==> src/sv/assert_macros.svh <==
// Assertion macros shared by the telemetry parser RTL.
// No dependencies; include by bare file name.
`ifndef ASSERT_MACROS_SVH
`define ASSERT_MACROS_SVH

// property must hold at every clock edge outside reset
`define TFP_ASSERT(name, clk, rst_n, prop) \
	name: assert property (@(posedge clk) disable iff (!rst_n) (prop)) \
		else $error("tfp assertion failed");

// condition must never be true outside reset
`define TFP_NEVER(name, clk, rst_n, cond) \
	name: assert property (@(posedge clk) disable iff (!rst_n) !(cond)) \
		else $error("tfp forbidden condition seen");

`endif

==> src/sv/tfp_pkg.sv <==
// Shared types, character codes and tag strings of the telemetry parser.
// No dependencies.
package tfp_pkg;

	localparam int MAX_FRAME_CHARS = 49;

	localparam logic [7:0] CH_HASH   = 8'h23;
	localparam logic [7:0] CH_DOLLAR = 8'h24;
	localparam logic [7:0] CH_PLUS   = 8'h2B;
	localparam logic [7:0] CH_MINUS  = 8'h2D;
	localparam logic [7:0] CH_ZERO   = 8'h30;
	localparam logic [7:0] CH_NINE   = 8'h39;
	localparam logic [7:0] CH_SPACE  = 8'h20;
	localparam logic [7:0] CH_TAB    = 8'h09;
	localparam logic [7:0] CH_CR     = 8'h0D;
	localparam logic [7:0] CH_NUL    = 8'h00;

	// tag strings, first character in the low byte
	localparam int TEMP_TAG_LEN = 5;
	localparam logic [8*TEMP_TAG_LEN-1:0] TEMP_TAG = 40'h3A_50_4D_45_54;
	localparam int HUM_TAG_LEN = 4;
	localparam logic [8*HUM_TAG_LEN-1:0] HUM_TAG = 32'h3A_4D_55_48;

	typedef enum logic [3:0] {
		PH_SEEK   = 4'b0001,
		PH_SPACE  = 4'b0010,
		PH_DIGITS = 4'b0100,
		PH_DONE   = 4'b1000
	} tfp_phase_t;

	typedef struct packed {
		logic clear;
		logic feed;
	} tfp_ctrl_t;

	function automatic logic is_space(input logic [7:0] c);
		return (c == CH_SPACE) || ((c >= CH_TAB) && (c <= CH_CR));
	endfunction

	function automatic logic is_digit(input logic [7:0] c);
		return (c >= CH_ZERO) && (c <= CH_NINE);
	endfunction

endpackage

==> src/sv/tfp_tag_parser.sv <==
// One tag matcher with its atoi-style number reader, modulo 256.
// Depends on tfp_pkg.
module tfp_tag_parser #(
	parameter int TagLen = tfp_pkg::HUM_TAG_LEN,
	parameter logic [8*TagLen-1:0] TagChars = tfp_pkg::HUM_TAG
) (
	input  logic               clk,
	input  logic               arst_n,
	input  tfp_pkg::tfp_ctrl_t ctrl,
	input  logic [7:0]         c,
	output logic               found,
	output logic [7:0]         value
);

	localparam int ProgW = (TagLen > 1) ? $clog2(TagLen) : 1;

	logic [ProgW-1:0]    prog_q, prog_d;
	tfp_pkg::tfp_phase_t phase_q, phase_d;
	logic [7:0]          acc_q, acc_d;
	logic                neg_q, neg_d;
	logic [ProgW:0]      k_next;
	logic [7:0]          digit;
	logic [7:0]          exp_ch;

	assign exp_ch = TagChars[8*prog_q +: 8];
	assign digit  = c - tfp_pkg::CH_ZERO;

	always_comb begin
		prog_d  = prog_q;
		phase_d = phase_q;
		acc_d   = acc_q;
		neg_d   = neg_q;
		k_next  = '0;
		unique case (phase_q)
			tfp_pkg::PH_SEEK: begin
				if (c == exp_ch) begin
					k_next = {1'b0, prog_q} + (ProgW+1)'(1);
				end else begin
					k_next = (ProgW+1)'(c == TagChars[7:0]);
				end
				if (k_next == (ProgW+1)'(TagLen)) begin
					phase_d = tfp_pkg::PH_SPACE;
					prog_d  = '0;
				end else begin
					prog_d = k_next[ProgW-1:0];
				end
			end
			tfp_pkg::PH_SPACE: begin
				if (tfp_pkg::is_space(c)) begin
					phase_d = tfp_pkg::PH_SPACE;
				end else if (c == tfp_pkg::CH_PLUS) begin
					phase_d = tfp_pkg::PH_DIGITS;
				end else if (c == tfp_pkg::CH_MINUS) begin
					neg_d   = 1'b1;
					phase_d = tfp_pkg::PH_DIGITS;
				end else if (tfp_pkg::is_digit(c)) begin
					acc_d   = digit;
					phase_d = tfp_pkg::PH_DIGITS;
				end else begin
					phase_d = tfp_pkg::PH_DONE;
				end
			end
			tfp_pkg::PH_DIGITS: begin
				if (tfp_pkg::is_digit(c)) begin
					acc_d = {acc_q[4:0], 3'b000} + {acc_q[6:0], 1'b0} + digit;
				end else begin
					phase_d = tfp_pkg::PH_DONE;
				end
			end
			tfp_pkg::PH_DONE: begin
				phase_d = tfp_pkg::PH_DONE;
			end
			default: begin
				phase_d = tfp_pkg::PH_SEEK;
			end
		endcase
	end

	always_ff @(posedge clk or negedge arst_n) begin
		if (!arst_n) begin
			prog_q  <= '0;
			phase_q <= tfp_pkg::PH_SEEK;
			acc_q   <= '0;
			neg_q   <= 1'b0;
		end else if (ctrl.clear) begin
			prog_q  <= '0;
			phase_q <= tfp_pkg::PH_SEEK;
			acc_q   <= '0;
			neg_q   <= 1'b0;
		end else if (ctrl.feed) begin
			prog_q  <= prog_d;
			phase_q <= phase_d;
			acc_q   <= acc_d;
			neg_q   <= neg_d;
		end
	end

	assign found = (phase_q != tfp_pkg::PH_SEEK);
	assign value = neg_q ? (8'd0 - acc_q) : acc_q;

endmodule

==> src/sv/framed_ascii_telemetry_parser.sv <==
// A '#' beat in the input register sets the result register when output is free.
// Throughput: one byte beat per cycle; stalls only while a result waits and the
// next '#' has reached the input register.
// arst_n clears the frame state, the stored values and both valid flags to zero.
// Depends on tfp_pkg, tfp_tag_parser and assert_macros.svh.
`include "assert_macros.svh"

module framed_ascii_telemetry_parser #(
	parameter int MaxFrameChars = tfp_pkg::MAX_FRAME_CHARS
) (
	input  logic       clk,
	input  logic       arst_n,
	input  logic       in_valid,
	output logic       in_ready,
	input  logic [7:0] rx_char,
	output logic       out_valid,
	input  logic       out_ready,
	output logic [7:0] temperature,
	output logic [7:0] humidity,
	output logic       updated
);

	localparam int CountW = $clog2(MaxFrameChars + 1);

	logic               valid_s1;
	logic [7:0]         char_s1;
	logic               out_valid_q;
	logic [7:0]         temp_q, hum_q;
	logic               updated_q;
	logic [CountW-1:0]  frame_count_q;
	logic               text_ended_q;

	logic               is_hash, is_dollar, adv, out_free, kept;
	logic               temp_found, hum_found, both_found;
	logic [7:0]         temp_val, hum_val;
	tfp_pkg::tfp_ctrl_t ctrl;

	assign is_hash   = (char_s1 == tfp_pkg::CH_HASH);
	assign is_dollar = (char_s1 == tfp_pkg::CH_DOLLAR);
	assign out_free  = !out_valid_q || out_ready;
	assign adv       = valid_s1 && (!is_hash || out_free);
	assign in_ready  = !valid_s1 || adv;

	assign kept       = adv && !is_hash && !is_dollar
		&& (frame_count_q < CountW'(MaxFrameChars));
	assign ctrl.clear = adv && (is_hash || is_dollar);
	assign ctrl.feed  = kept && !text_ended_q && (char_s1 != tfp_pkg::CH_NUL);
	assign both_found = temp_found && hum_found;

	tfp_tag_parser #(
		.TagLen   (tfp_pkg::TEMP_TAG_LEN),
		.TagChars (tfp_pkg::TEMP_TAG)
	) u_temp (
		.clk    (clk),
		.arst_n (arst_n),
		.ctrl   (ctrl),
		.c      (char_s1),
		.found  (temp_found),
		.value  (temp_val)
	);

	tfp_tag_parser #(
		.TagLen   (tfp_pkg::HUM_TAG_LEN),
		.TagChars (tfp_pkg::HUM_TAG)
	) u_hum (
		.clk    (clk),
		.arst_n (arst_n),
		.ctrl   (ctrl),
		.c      (char_s1),
		.found  (hum_found),
		.value  (hum_val)
	);

	always_ff @(posedge clk or negedge arst_n) begin
		if (!arst_n) begin
			valid_s1 <= 1'b0;
			char_s1  <= '0;
		end else if (in_ready) begin
			valid_s1 <= in_valid;
			char_s1  <= rx_char;
		end
	end

	always_ff @(posedge clk or negedge arst_n) begin
		if (!arst_n) begin
			frame_count_q <= '0;
			text_ended_q  <= 1'b0;
		end else if (ctrl.clear) begin
			frame_count_q <= '0;
			text_ended_q  <= 1'b0;
		end else if (kept) begin
			frame_count_q <= frame_count_q + CountW'(1);
			if (char_s1 == tfp_pkg::CH_NUL) begin
				text_ended_q <= 1'b1;
			end
		end
	end

	always_ff @(posedge clk or negedge arst_n) begin
		if (!arst_n) begin
			out_valid_q <= 1'b0;
			temp_q      <= '0;
			hum_q       <= '0;
			updated_q   <= 1'b0;
		end else if (adv && is_hash) begin
			out_valid_q <= 1'b1;
			updated_q   <= both_found;
			if (both_found) begin
				temp_q <= temp_val;
				hum_q  <= hum_val;
			end
		end else if (out_ready) begin
			out_valid_q <= 1'b0;
		end
	end

	assign out_valid   = out_valid_q;
	assign temperature = temp_q;
	assign humidity    = hum_q;
	assign updated     = updated_q;

	`TFP_ASSERT(a_hash_gives_result, clk, arst_n, (adv && is_hash) |=> out_valid_q)
	`TFP_ASSERT(a_stall_only_when_full, clk, arst_n, !in_ready |-> (valid_s1 && out_valid_q))
	`TFP_NEVER(a_count_in_range, clk, arst_n, frame_count_q > CountW'(MaxFrameChars))

endmodule

==> config.mk <==
export PLATFORM = sky130hd
export DESIGN_NAME = framed_ascii_telemetry_parser
export DESIGN_NICKNAME = d
export VERILOG_FILES = /design/src/sv/tfp_pkg.sv /design/src/sv/tfp_tag_parser.sv /design/src/sv/framed_ascii_telemetry_parser.sv
export VERILOG_INCLUDE_DIRS = /design/src /design/src/sv
export SDC_FILE = /design/constraint.sdc
export NUM_CORES = 1
export LEC_CHECK = 0
export BUFFER_PORTS_ARGS = -buffer_cell sky130_fd_sc_hd__buf_2
export CORE_ASPECT_RATIO = 0.75
export CORE_UTILIZATION = 45
export CTS_CLUSTER_SIZE = 25
export DETAILED_ROUTE_END_ITERATION = 16
export GPL_TIMING_DRIVEN = 0
export PLACE_DENSITY = 0.64
export SETUP_SLACK_MARGIN = 0.3
export SLEW_MARGIN = 10
export SYNTH_ARGS = -nofsm -noshare
export SYNTH_HDL_FRONTEND = slang
export SYNTH_SLANG_ARGS = --single-unit
==> constraint.sdc <==
create_clock -name clk -period 4.2 [get_ports clk]
set_input_delay 0.42 -clock clk [delete_from_list [all_inputs] [get_ports clk]]
set_output_delay 0.42 -clock clk [all_outputs]
set_load 0.02 [all_outputs]
After elaboration in Yosys (flattened, before gate mapping)
Index checks and enable logic that the tools add are counted.
Widths: inputs -> output; s select.
- register bits after elaboration: 65
- input port bits: 12
- output and inout port bits: 19
- word-level logic and storage cells: 169
- add/subtract/negate cells: 10
- magnitude comparators: 5
- equality and inequality tests: 37
- shift-type cells: 2
- mux-type cells: 55
- reductions and logical operators: 44
- operator list (kind ; count):
    $mux 8 ; 12
    $mux 4 ; 13
    $eq 8x6->1 const B ; 5
    $shiftx 40x7->8 const A ; 1
    $add 8x8->8 ; 4
    $pmux 4 s4 ; 2
    $pmux 8 s2 ; 2
    $shiftx 32x6->8 const A ; 1
    $ne 3x3->1 const B ; 8
    $mux 3 ; 6
    $ne 3x2->1 const B ; 6
    $reduce_bool 2->1 ; 9
    $eq 8x7->1 const B ; 2
    $eq 8x8->1 ; 2
    $sub 1x8->8 const A ; 2
    $mux 1 ; 14
    $reduce_and 7->1 ; 2
    $eq 4x3->1 const B ; 3
    $mux 6 ; 2
    $logic_and 1x1->1 ; 11
    $reduce_and 5->1 ; 2
    $eq 4x1->1 const B ; 2
    $eq 4x2->1 const B ; 2
    $eq 4x4->1 const B ; 2
    other kinds (20) ; 38

Logic depth before layout (Yosys ltp)
- depth after elaboration: 11
- depth in mapped cells: 12
- depth with buffers taken out: 12

By module
A second synthesis with hierarchy kept.
- cell total of the unflattened synthesis: 509
- area total of the unflattened synthesis: 4977.3 sq um
- by module, submodules not included (module ; times used ; cells an instance ; area each (sq um) ; sequential area each (sq um)):
    tfp_tag_parser at u_temp ; 1 ; 204 ; 1771.7 ; 401.6
    tfp_tag_parser at u_hum ; 1 ; 191 ; 1711.6 ; 376.6
    framed_ascii_telemetry_parser ; 1 ; 114 ; 1493.9 ; 850.8

Worst setup path before layout
OpenSTA, ideal clock, no wires.
- path type: reg2reg
- start point: register char_s1[4]
- end point: register u_temp.acc_q[7]
- arrival time: 2.704 ns
- data required time: 4.073 ns
- setup slack: 1.369 ns
- stages on the path, launching flop included: 13
- cells stage by stage: dfrtp_1 > inv_1 > ha_1 > inv_1 > fa_1 > inv_1 > ha_1 > o21ai_0 > o21bai_1 > a2111o_1 > o21ai_0 > xor2_1 > o21ai_1
- longest elaborated chain between the ends: 11
- ends and longest elaborated chain (element ; line ; RTL):
    from (decl) ; framed_ascii_telemetry_parser.sv:26 ; logic [7:0] char_s1;
    from (signal assigned) ; framed_ascii_telemetry_parser.sv:80 ; char_s1 <= rx_char;
    branches (longest 11 deep; another with $sub 8x6->8) ; - ;
    to (signal assigned) ; tfp_tag_parser.sv:83 ; acc_q <= '0;
    to (signal assigned) ; tfp_tag_parser.sv:88 ; acc_q <= '0;
    to (signal assigned) ; tfp_tag_parser.sv:93 ; acc_q <= acc_d;
    to (decl) ; tfp_tag_parser.sv:19 ; logic [7:0] acc_q, acc_d;
Parallel ways; which one is timed is not known. The select of a mux whose other input is x is not followed.
A chain may end at the register's enable or synchronous reset.

Worst setup path after layout
Same ends and word-level chain as after synthesis.

==> run summary <==
status = completed
flop-to-flop setup slack = 0.83 ns
pwr/cell area = 490 nW/um2
Max Clk Rate = 297 MHz
CTS tree = yes
DR pass1 iterations = 5
CP Capture Type = flop
vias per cell = 5.69
Via Count = 3940
Final Slew Violations = 0
Final setup viols = 0
routed length per instance = 16.5 um
FF-to-FF End = u_temp.acc_q[7]
number of max-cap violations = 0
top cells by area, synth = dfrtp_1 (34%), ha_1 (7.9%), fa_1 (4.4%), a21oi_1 (4.3%), xnor2_1 (3.8%)
CP Launch Type = flop
Worst Max-Slew Pin Slew = 1.02 ns
Synth cell types = 59
Worst EP arrival = 3.58 ns
Final Net Count = 607
hold path startpoint = in_valid
clock sink count = 65
DRC viols = 0
Fill cells = 932
vias in the first global route = 3641
diode count = 0
placed insts = 676
Hold Crit Class = in -> reg
Tmin final = 3.37 ns
Setup crit start = char_s1[4]
peak fanout along the critical path = 9
Async SR Flop Fraction = 1.00
core area = 9770 um2
drt total wl = 11400 um
GR Util met2 = 0.358
Synth top area share = 0.344
yosys warns = 0
sequential fraction of the synthesis area = 0.355
Final Power = 2.56 mW
layout cell share with drive strength beyond 1 = 0.112
WP data required = 4.42 ns
Leakage = 2.34 nW
post-synth top area cell = dfrtp_1
Synth Net Count = 564
RSZ-0062 raised after global routing = false
clock root buffer = clkbuf_16
Starting Density = 0.469
hold depth = 2
met3 GRT Util = 0.0529
number of synthesized flops with an enable pin = 0
largest net degree at the start of global routing = 45
reg2reg path depth = 12
Post-DRT Antenna Nets = 0
Clock Latency Late Sink = 0.34 ns
gpl congestion = 0.846
DR iter-0 viols = 269
Non-Filler Instances = 693
GRT met1 Usage = 0.338
synthesized area = 4590 um2
crit share post-route = 0.801
FF-to-FF Start = char_s1[4]
CTS H-tree depth = 3
relative slew slack = 0.315
Worst Skew = 0.00903 ns
DP Worst Slack = 0.882 ns
Final Hold Fails = 0
Peak VDD IR = 0.000218 V
initial antenna violation count = 0
row count = 31
total CTS buffers = 9
Layout area overhead = 13.9%
synth cell count leaders = dfrtp_1 (63), inv_1 (44), nor2_1 (40)
Clock transition at path regs = 0.06 ns
total grt overflow = 0
Mapped Cells = 513
count of state elements after synthesis = 65
final core occ = 0.534
Synth Flop Type = dfrtp_1
most numerous cell in the Yosys netlist = dfrtp_1
worst setup path class = reg -> reg
busiest grt layer = met2
global-route wire length before repair = 18900 um
post-DP HPWL = 8560 um
final worst slack = 0.834 ns
PortBufs = 30
Setup Fix Bufs, Post-CTS = 0
die width = 119 um
CTS Buffer Depth = 2
setup TNS = 0 ns
io pins = 31
end of the worst hold path = valid_s1
Die H = 89.4 um
GRT Overall Usage = 0.234
Mapped Avg Cell Area = 8.94 um2
Die Footprint = 10600 um2
-- layout make-up --
class | count | area, um2 | area share
Multi-Input combinational cell | 380 | 2700 | 0.516
Sequential cell | 65 | 1630 | 0.312
Clock buffer | 13 | 260 | 0.0498
Timing Repair Buffer | 32 | 190 | 0.0364
Inverter | 44 | 165 | 0.0316
Tap cell | 132 | 165 | 0.0316
Buffer | 24 | 101 | 0.0194
Clock inverter | 3 | 15.0 | 0.00287
-- worst max-delay path: stages (launching register included) --
cell and delay (ns):
dfrtp_1 0.57, inv_1 0.28, ha_1 0.38, inv_1 0.11, fa_1 0.50, inv_1 0.04, ha_1 0.33, o21ai_0 0.13
o21bai_1 0.12, a2111o_1 0.41, o21ai_0 0.12, xor2_1 0.17, o21ai_1 0.08
-- flip-flops by register name (all words and copies together) (netlist names), 2 cells and up --
| signal | count |
|---|---|
| humidity | 8 |
| u_temp.acc_q | 8 |
| u_hum.prog_q | 2 |
| char_s1 | 8 |
| u_hum.acc_q | 8 |
| temperature | 8 |
| u_hum.phase_q | 4 |
| frame_count_q | 6 |
| u_temp.phase_q | 4 |
| u_temp.prog_q | 3 |
-- worst max-delay path by stage --
stage / to / slack, ns / cells after the start
after floorplan: u_temp.acc_q[7] / 1.37 / 12
after global placement: u_temp.acc_q[7] / 0.92 / 12
after detailed placement: u_temp.acc_q[7] / 0.88 / 12
after CTS: u_temp.acc_q[7] / 0.86 / 12
after global routing: u_temp.acc_q[7] / 0.62 / 12
final: u_temp.acc_q[7] / 0.83 / 12
-- kinds of logic (layout without fill, tap and decap cells) --
group	after synthesis	after routing	share of synthesized area
flip-flops	65	65	0.355
AND/OR/NAND/NOR	164	164	0.186
adder cells (fa/ha/maj)	39	39	0.123
buffers and inverters	68	116	0.0581
multiplexers	15	15	0.0338
XOR/XNOR	33	33	0.0630
AO/OA/AOI/OAI	129	129	0.181
-- through the flow --
stage	area [um2]	hold WS, ns
global placement	4900	0.458
floorplan	4590	0.124
CTS	5220	0.264
finish	5220	0.269
detailed placement	4940	0.341
global route	5220	0.276
-- layout by cell type, fill, tap and decap left out, drive strengths merged, types with 4 or more instances in the layout --
master,instances
dfrtp,63
inv,44
nor2,40
a21oi,40
nand2,38
buf,37
clkbuf,30
ha,29
o21ai,28
xnor2,20
a211oi,15
xor2,13
nand3,11
mux2i,11
nor2b,10
nor3,10
fa,10
nand2b,8
or3,8
o31ai,8
o21a,7
nor4b,6
a31oi,5
nand4,5
a21o,5
and2,5
mux2,4
-- where the power goes --
group	leakage (nW)	switching (mW)	internal [mW]
sequential	0.781	0.141	0.756
combinational	1.42	0.545	0.414
clock	0.139	0.273	0.429
total	2.34	0.959	1.60
-- metal layers --
layer	part of all wire	wire length (um)
met5	0	0
met4	0.0098	112
met3	0.060	687
met1	0.50	5660
met2	0.43	4950
-- timing repair --
item / in CTS / in global routing
endpoints found under the hold margin: 19 / 0
resized for setup: 0 / 0
hold buffers: 1 / 0
Note: power is estimated with default switching activity, not from simulation.
